$ cat config.mk
export PLATFORM = sky130hd
export DESIGN_NAME = segi_div_cell
export DESIGN_NICKNAME = d
export VERILOG_FILES = /design/src/hw/rtl/assert_macros.svh /design/src/hw/rtl/segi_pkg.sv /design/src/hw/rtl/segi_div_cell.sv
export SDC_FILE = /design/constraint.sdc
export NUM_CORES = 1
export LEC_CHECK = 0
export ABC_AREA = 1
export BUFFER_PORTS_ARGS = -buffer_cell sky130_fd_sc_hd__buf_2
export CAP_MARGIN = 20
export CORE_MARGIN = 5
export CORE_UTILIZATION = 54
export CTS_CLUSTER_DIAMETER = 120
export DETAILED_ROUTE_END_ITERATION = 10
export PLACE_DENSITY = 0.82
export RECOVER_POWER = 100
export SETUP_SLACK_MARGIN = 0.1
export SYNTH_ARGS = -nofsm -noshare
export SYNTH_HDL_FRONTEND = slang
export SYNTH_SLANG_ARGS = --single-unit
export TNS_END_PERCENT = 20
$ cat constraint.sdc
create_clock -name clk -period 0.8 [get_ports clk]
set_clock_uncertainty 0.2 [all_clocks]
set_input_delay 0.12 -clock clk [delete_from_list [all_inputs] [get_ports clk]]
set_output_delay 0.12 -clock clk [all_outputs]
set_load 0.005 [all_outputs]
$ cat src/hw/rtl/assert_macros.svh
// Assertion helpers for the segment intersection block
`ifndef ASSERT_MACROS_SVH
`define ASSERT_MACROS_SVH

// Overlapping implication, checked while reset is released
`define ASSERT_IMP(label, clk, rst_n, ante, cons, msg) \
	label: assert property (@(posedge clk) disable iff (!rst_n) (ante) |-> (cons)) \
		else $error(msg);

// Next-cycle implication, checked while reset is released
`define ASSERT_NEXT(label, clk, rst_n, ante, cons, msg) \
	label: assert property (@(posedge clk) disable iff (!rst_n) (ante) |=> (cons)) \
		else $error(msg);

`endif

$ cat src/hw/rtl/segi_pkg.sv
`timescale 1ns / 1ps
`default_nettype none
package segi_pkg;
	localparam int CW   = 16;           // coordinate width
	localparam int DW   = CW + 1;       // coordinate difference width
	localparam int PW   = 2 * DW;       // product of two differences
	localparam int XW   = PW + 1;       // cross product width
	localparam int NW   = XW + DW;      // numerator width
	localparam int QW   = DW;           // quotient bits, one per cell
	localparam int DPAD = NW - (XW - 1) - (QW - 1);
	localparam int LAT  = 5 + QW + 1;   // start to strobe, in cycles

	typedef struct packed {
		logic          valid;
		logic          hit;
		logic          neg_x;
		logic          neg_y;
		logic [CW-1:0] a0_x;
		logic [CW-1:0] a0_y;
	} segi_meta_t;
endpackage
`default_nettype wire

$ cat src/hw/rtl/segi_div_cell.sv
`timescale 1ns / 1ps
`default_nettype none
module segi_div_cell import segi_pkg::*; (
	input  wire logic          clk,
	input  wire logic          arst_n,
	input  segi_meta_t         meta_in,
	input  wire logic [NW-1:0] rem_x_in,
	input  wire logic [NW-1:0] rem_y_in,
	input  wire logic [QW-1:0] q_x_in,
	input  wire logic [QW-1:0] q_y_in,
	input  wire logic [NW-1:0] dsh_in,
	output segi_meta_t         meta_q,
	output logic [NW-1:0]      rem_x_q,
	output logic [NW-1:0]      rem_y_q,
	output logic [QW-1:0]      q_x_q,
	output logic [QW-1:0]      q_y_q,
	output logic [NW-1:0]      dsh_q
);
	logic ge_x, ge_y;

	assign ge_x = rem_x_in >= dsh_in;
	assign ge_y = rem_y_in >= dsh_in;

	always_ff @(posedge clk or negedge arst_n) begin
		if (!arst_n) begin
			meta_q <= '0;
		end else begin
			meta_q <= meta_in;
		end
	end

	// one restoring step per axis; halve the divisor for the next cell
	always_ff @(posedge clk) begin
		rem_x_q <= ge_x ? rem_x_in - dsh_in : rem_x_in;
		rem_y_q <= ge_y ? rem_y_in - dsh_in : rem_y_in;
		q_x_q   <= {q_x_in[QW-2:0], ge_x};
		q_y_q   <= {q_y_in[QW-2:0], ge_y};
		dsh_q   <= dsh_in >> 1;
	end
endmodule
`default_nettype wire

==> flow_metrics.py, run 1 <==
metrics = {
    "synthesis": {
        "synth_cell_types": 44,
        "ys_seq_area_frac": 0.293,
        "ys_ff_latch": 225,
        "syn_area_per_cell_um2": 6.21,
        "synthesis.nets": 2907,
        "synth_edf_count": 0,
        "synthSimpleGateAreaFrac": 0.383,
        "synth_top_family_by_area": "simple AND/OR/NAND/NOR gates",
        "netlist_area_um2": 16000,
        "synthAdderAreaFrac": 0.0839,
        "synthCells": 2573,
        "yosys_warnings": 0,
        "synth_compound_area_frac": 0.0548,
        "synthMuxAreaShare": 0,
        "synth_xor_area_frac": 0.0307,
        "async_flop_share": 0.160,
        "yosys_most_used_dff": "dfxtp_1",
    },
    "timing": {
        "grt-worst-endpoint": "rem_y_q[3]$_DFF_P_/D",
        "worstEndpointType": "sequential cell input",
    },
    "floorplanning": {
        "ioPinCount": 454,
        "die_height_um": 182,
        "num_rows": 63,
        "fp.dieW_um": 182,
        "initial_core_util": 0.544,
    },
    "run_status": {
        "firstError": "[ERROR GRT-0232] Routing congestion too high. Check the congestion heatmap in the GUI.",
        "haltStage": "global routing (5_1_grt)",
        "outcome": "aborted with a tool error",
    },
    "grt": {
        "grt_max_degree": 37,
        "overflow": 262,
        "grt.total_usage": 0.831,
    },
    "placed_design": {
        "place.gp.congestion": 1.18,
        "portBuffers": 450,
        "post-place-ws_ns": -1.68,
        "hpwl_um": 59600,
    },
    "cts": {
        "htreeDepth": 1,
        "clockBufferDepth": 3,
        "cts_buffers": 25,
        "clockRootBuffer": "clkbuf_16",
        "cts_sinks": 225,
    },
}
routing by layer:
metal / global-route usage / GRT overflow
met1: 0.805 / 1
met2: 0.963 / 119
met3: 0.734 / 16
met4: 0.843 / 123
met5: 0.484 / 3
per-stage QoR:
step | instance area (um2) | cells
global placement | 22100 | 3793
floorplan | 16500 | 2573
CTS | 25400 | 4013
detailed placement | 22100 | 3793
cell usage after synthesis (2+ instances only):
| library cell | instances | area [um2] |
|---|---|---|
| nor3_4 | 2 | 32.5 |
| ha_1 | 104 | 1300 |
| or2_1 | 2 | 12.5 |
| nand2_2 | 30 | 188 |
| o21ai_0 | 9 | 45.0 |
| buf_4 | 5 | 37.5 |
| nand4_1 | 66 | 413 |
| nand3_2 | 5 | 50.1 |
| a21oi_4 | 2 | 32.5 |
| nand4_4 | 2 | 42.5 |
| dfrtp_1 | 36 | 901 |
| o21ai_1 | 25 | 125 |
| xnor2_1 | 2 | 17.5 |
| and2_1 | 5 | 31.3 |
| fa_1 | 2 | 40.0 |
| nor2_2 | 14 | 87.6 |
| buf_6 | 11 | 124 |
| nand3_4 | 2 | 35.0 |
| inv_2 | 19 | 71.3 |
| o21ai_2 | 31 | 272 |
| clkbuf_1 | 10 | 37.5 |
| nor3_2 | 4 | 40.0 |
| o21bai_1 | 10 | 75.1 |
| nand2_1 | 976 | 3660 |
| nand3_1 | 108 | 541 |
| nor4_1 | 2 | 12.5 |
| a21oi_1 | 56 | 280 |
| dfxtp_1 | 189 | 3780 |
| clkinv_1 | 2 | 7.51 |
| xor2_1 | 54 | 473 |
| nor2_4 | 7 | 78.8 |
| nand3b_1 | 29 | 218 |
| nor4_4 | 2 | 42.5 |
| nor3_1 | 9 | 45.0 |
| nor2_1 | 154 | 578 |
| inv_1 | 576 | 2160 |
| o21a_1 | 4 | 30.0 |
what timing repair did:
action                                  in CTS
endpoints found under the setup margin     331
hold endpoints to repair                   259
resized for setup                          177
gates cloned                                 9
hold buffers                               140
buffers inserted                            27
pin swaps                                   28
cell families after synthesis:
group,count (synthesis)
DFF,225
buffers and inverters,626
adders and majority gates,106
and+or+nand+nor,1420
AOI/OAI and AO/OA,139
other,1
xor gates and xnor gates,56
==> run 2: changes to the inputs <==
--- a/config.mk
+++ b/config.mk
@@ -9,12 +9,10 @@
 export BUFFER_PORTS_ARGS = -buffer_cell sky130_fd_sc_hd__buf_2
 export CAP_MARGIN = 20
 export CORE_MARGIN = 5
-export CORE_UTILIZATION = 54
-export CTS_CLUSTER_DIAMETER = 120
+export CORE_UTILIZATION = 40
 export DETAILED_ROUTE_END_ITERATION = 10
-export PLACE_DENSITY = 0.82
+export PLACE_DENSITY_LB_ADDON = 0.15
 export RECOVER_POWER = 100
-export SETUP_SLACK_MARGIN = 0.1
 export SYNTH_ARGS = -nofsm -noshare
 export SYNTH_HDL_FRONTEND = slang
 export SYNTH_SLANG_ARGS = --single-unit
==> flow_metrics.py, run 2 <==
metrics = {
    "run_status": {
        "outcome": "complete, but fails checks",
        "violations": "hold timing, setup timing",
    },
    "drt": {
        "vias_per_cell": 4.76,
        "num_vias": 20204,
        "drt-total-wl_um": 81200,
        "drtAntennaViolNets": 0,
        "drc_errors": 0,
        "dr.pass1.iters": 5,
        "first_iter_violations": 1297,
        "wl_per_cell_um": 19.1,
    },
    "floorplanning": {
        "core_um2": 39600,
        "num_rows": 73,
        "fp.dieW_um": 210,
        "die_area_um2": 44100,
        "ioPinCount": 454,
        "die_height_um": 210,
        "initial_core_util": 0.403,
    },
    "min_path": {
        "hold_end": "rem_y_q[42]$_DFF_P_",
        "hold-path-cell-count": 3,
        "hp-class": "in2reg",
        "worstHoldStart": "rem_y_in[42]",
    },
    "critical_path": {
        "start_kind": "primary input",
        "startpoint": "dsh_in[22]",
        "worstPathCellList": "buf_2 > clkinvlp_4 > buf_6 > ha_4 > nand2_4 > inv_1 > nand2_1 > nand2_2 > nand2_2 > nand2_2 > nand2_2 > nand2_2 > a21oi_4 > nand3_4 > buf_12 > buf_16 > buf_4 > o21ai_2",
        "path_max_fanout": 8,
        "worst_path_max_delay_cell": "ha_4",
        "cp.arrival_ns": 2.29,
        "path_buf_inv": 7,
        "path_delay_family": "buffers and inverters",
        "worstSetupPathType": "in2reg",
        "required_ns": 1.08,
        "max_stage_delay_ns": 0.22,
        "end_kind": "register",
        "crit_top_cell": "nand2_2",
    },
    "grt": {
        "grt_max_degree": 55,
        "grt_pass1_wl_um": 110000,
        "overflow": 0,
        "antenna_found_initial": 5,
        "first_global_vias": 19470,
        "grt.total_usage": 0.321,
    },
    "finish": {
        "layout_commonest_cell": "nand2_1",
        "synthToLayoutAreaGrowth_pct": 75.3,
        "most-common-layout-cells": "nand2_1, inv_1, buf_4",
        "layout-drive-gt1-share": 0.397,
        "final_nets": 4028,
        "largestRegisters": "rem_x_q x52, rem_y_q x52, dsh_q x51",
    },
    "synthesis": {
        "synth_top_cell_by_area": "dfxtp_1",
        "ys_ff_latch": 225,
        "ys_seq_area_frac": 0.293,
        "yosys_warnings": 0,
        "async_flop_share": 0.160,
        "netlist_top_cells_area": "dfxtp_1, nand2_1, inv_1",
        "yosys_most_used_dff": "dfxtp_1",
        "netlist_area_um2": 16000,
        "synth_cell_types": 44,
        "synth_edf_count": 0,
        "syn_area_per_cell_um2": 6.21,
        "yosys.cell_count.top_type": "nand2_1",
        "synthesis.nets": 2907,
        "synth_common_cells": "nand2_1, inv_1, dfxtp_1",
        "synthCells": 2573,
        "synth_top_area_frac": 0.237,
    },
    "power_and_ir_drop": {
        "p_leak_uw": 0.0156,
        "power_density_nw_per_um2": 1570,
        "ir_drop_mv": 1.94,
    },
    "cts": {
        "clk_pin_slew_ns": 0.07,
        "clockRootBuffer": "clkbuf_16",
        "cts_sinks": 225,
        "clockBufferDepth": 3,
        "htreeDepth": 1,
        "cts_buffers": 24,
        "cts_tree": "built",
    },
    "timing": {
        "setup_viol": 331,
        "rsz0062_at_grt": "true",
        "hold_viol_final": 65,
        "slew_viol_final": 0,
        "tns_ns": -229.37,
        "finalWorstSetupSlack_ns": -1.21,
        "fin_crit_ns": 2.01,
        "whs_ns": -0.330,
        "fmax_mhz": 498,
        "period_share": 2.51,
    },
    "job": {
        "max_cap_violations": 0,
    },
    "placed_design": {
        "hpwl_um": 60200,
        "portBuffers": 450,
        "place.gp.congestion": 0.985,
    },
}
## run 2: where the power goes
part | switching (uW) | internal (uW) | total [uW]
sequential | 547 | 12600 | 13200
clock | 5120 | 7190 | 12300
combinational | 9750 | 8750 | 18500
## run 2: what timing repair did
item | CTS | global route
hold buffers | 199 | 12
resized for setup | 48 | 486
hold endpoints to repair | 259 | 70
cloned | 1 | 18
endpoints found under the setup margin | 331 | 331
pin swaps | 1 | 49
setup buffers | 1 | 24
## run 2: cell families (layout without fill, tap and decap cells)
kind of cell	after synthesis	after routing	share of synthesized area
and+or+nand+nor	1420	1420	0.383
adders and majority gates	106	106	0.0839
other	1	6	0.000235
DFF	225	225	0.293
xor gates and xnor gates	56	56	0.0307
buffers and inverters	626	1765	0.154
AOI/OAI and AO/OA	139	139	0.0548
## run 2: layout make-up
| type | instances | area, um2 |
|---|---|---|
| inverters | 597 | 2270 |
| well taps | 525 | 657 |
| repair buffers | 1124 | 8860 |
| clock buffers | 31 | 668 |
| diodes | 5 | 12.5 |
| flip-flops and latches | 225 | 4780 |
| multi-input cells | 1722 | 10600 |
| clock inverters | 13 | 176 |
| fillers | 3339 | 11600 |
## run 2: stage by stage
step	cells	area (um2)	setup slack [ns]	util	power, uW
after floorplan	2573	16500	-1.16	-	20200
after global placement	3939	22500	-1.74	0.567	27400
after detailed placement	3939	22500	-1.74	0.567	27500
after CTS	4184	25500	-1.12	0.643	40700
after global routing	4241	28000	-1.28	0.707	46000
final	4242	28000	-1.21	0.707	44000
## run 2: how the worst max path moves through the flow
stage                     cells past startpoint  slack, ns                  end
after floorplan                              13      -1.16  rem_y_q[26]$_DFF_P_
after global placement                       12      -1.74  rem_y_q[44]$_DFF_P_
after detailed placement                     12      -1.74  rem_y_q[44]$_DFF_P_
after CTS                                    12      -1.12   rem_y_q[0]$_DFF_P_
after global routing                         18      -1.28   rem_x_q[5]$_DFF_P_
final                                        18      -1.21   rem_x_q[5]$_DFF_P_
## run 2: per-layer routing
layer  global-route usage  wire length [um]
met5                    0                 0
met1                0.388             31700
met3               0.0450              5700
met4                0.140              5050
met2                0.569             38800
## run 2: worst min-delay path: cells and delay by family
family	cells	cell delay (ns)
buf+inv	1	0.13
simple gates	2	0.14
Note: power is estimated with default switching activity, not from simulation.
==> run 3: changes to the inputs <==
--- a/config.mk
+++ b/config.mk
@@ -9,10 +9,11 @@
 export BUFFER_PORTS_ARGS = -buffer_cell sky130_fd_sc_hd__buf_2
 export CAP_MARGIN = 20
 export CORE_MARGIN = 5
-export CORE_UTILIZATION = 40
+export CORE_UTILIZATION = 54
 export DETAILED_ROUTE_END_ITERATION = 10
 export PLACE_DENSITY_LB_ADDON = 0.15
 export RECOVER_POWER = 100
+export SKIP_LAST_GASP = 1
 export SYNTH_ARGS = -nofsm -noshare
 export SYNTH_HDL_FRONTEND = slang
 export SYNTH_SLANG_ARGS = --single-unit
==> flow_metrics.py, run 3 <==
metrics = {
    "synthesis": {
        "synth_top_cell_by_area": "dfxtp_1",
        "synth_common_cells": "nand2_1, inv_1, dfxtp_1",
        "yosys_warnings": 0,
        "synth_top_area_frac": 0.237,
        "synth_edf_count": 0,
        "synth_cell_types": 44,
        "yosys.cell_count.top_type": "nand2_1",
        "syn_area_per_cell_um2": 6.21,
        "ys_ff_latch": 225,
        "ys_seq_area_frac": 0.293,
        "netlist_area_um2": 16000,
        "netlist_top_cells_area": "dfxtp_1, nand2_1, inv_1",
        "yosys_most_used_dff": "dfxtp_1",
        "async_flop_share": 0.160,
        "synthCells": 2573,
        "synthesis.nets": 2907,
    },
    "floorplanning": {
        "num_rows": 63,
        "fp.dieW_um": 182,
        "die_height_um": 182,
        "ioPinCount": 454,
        "initial_core_util": 0.544,
    },
    "placed_design": {
        "dpl-instance-area_um2": 21900,
        "hpwl_um": 58100,
        "portBuffers": 450,
        "post-place-ws_ns": -1.67,
        "place.gp.congestion": 1.06,
    },
    "cts": {
        "cts_buffers": 23,
        "clockRootBuffer": "clkbuf_16",
        "htreeDepth": 1,
        "cts_sinks": 225,
        "clockBufferDepth": 3,
    },
    "run_status": {
        "haltStage": "global routing (5_1_grt)",
        "firstError": "[ERROR GRT-0232] Routing congestion too high. Check the congestion heatmap in the GUI.",
        "outcome": "aborted with a tool error",
    },
    "grt": {
        "grt.total_usage": 0.917,
        "grt_max_degree": 37,
        "overflow": 681,
    },
    "timing": {
        "worstEndpointType": "sequential cell input",
        "grt-worst-endpoint": "rem_x_q[11]$_DFF_P_/D",
    },
}
==> run 3: cell counts after synthesis <==
Identical to the previous run, type by type.
==> run 3: kinds of logic after synthesis <==
family	Yosys count	synth area share
flip-flops	225	0.293
other	1	0.000235
AO/OA/AOI/OAI	139	0.0548
XOR/XNOR	56	0.0307
buffers and inverters	626	0.154
AND/OR/NAND/NOR	1420	0.383
adder cells (fa/ha/maj)	106	0.0839
==> run 3: routing by layer <==
metal / GRT overflow / global-route usage
met3: 47 / 0.848
met4: 238 / 0.969
met2: 364 / 1.03
met5: 7 / 0.613
met1: 25 / 0.872
==> run 3: stage by stage <==
stage          hold WS, ns   util  instances
4_1_cts             -0.375  0.889       4035
3_5_place_dp       -0.0816  0.744       3753
3_3_place_gp        -0.115  0.744       3753
2_1_floorplan       -0.376      -       2573
==> run 3: repair_timing <==
| item | 4_1_cts |
|---|---|
| buffers inserted | 47 |
| pin swaps | 60 |
| cloned | 10 |
| gates resized for setup | 231 |
| endpoints found under the setup margin | 331 |
| hold buffers | 192 |
| hold endpoints to repair | 259 |
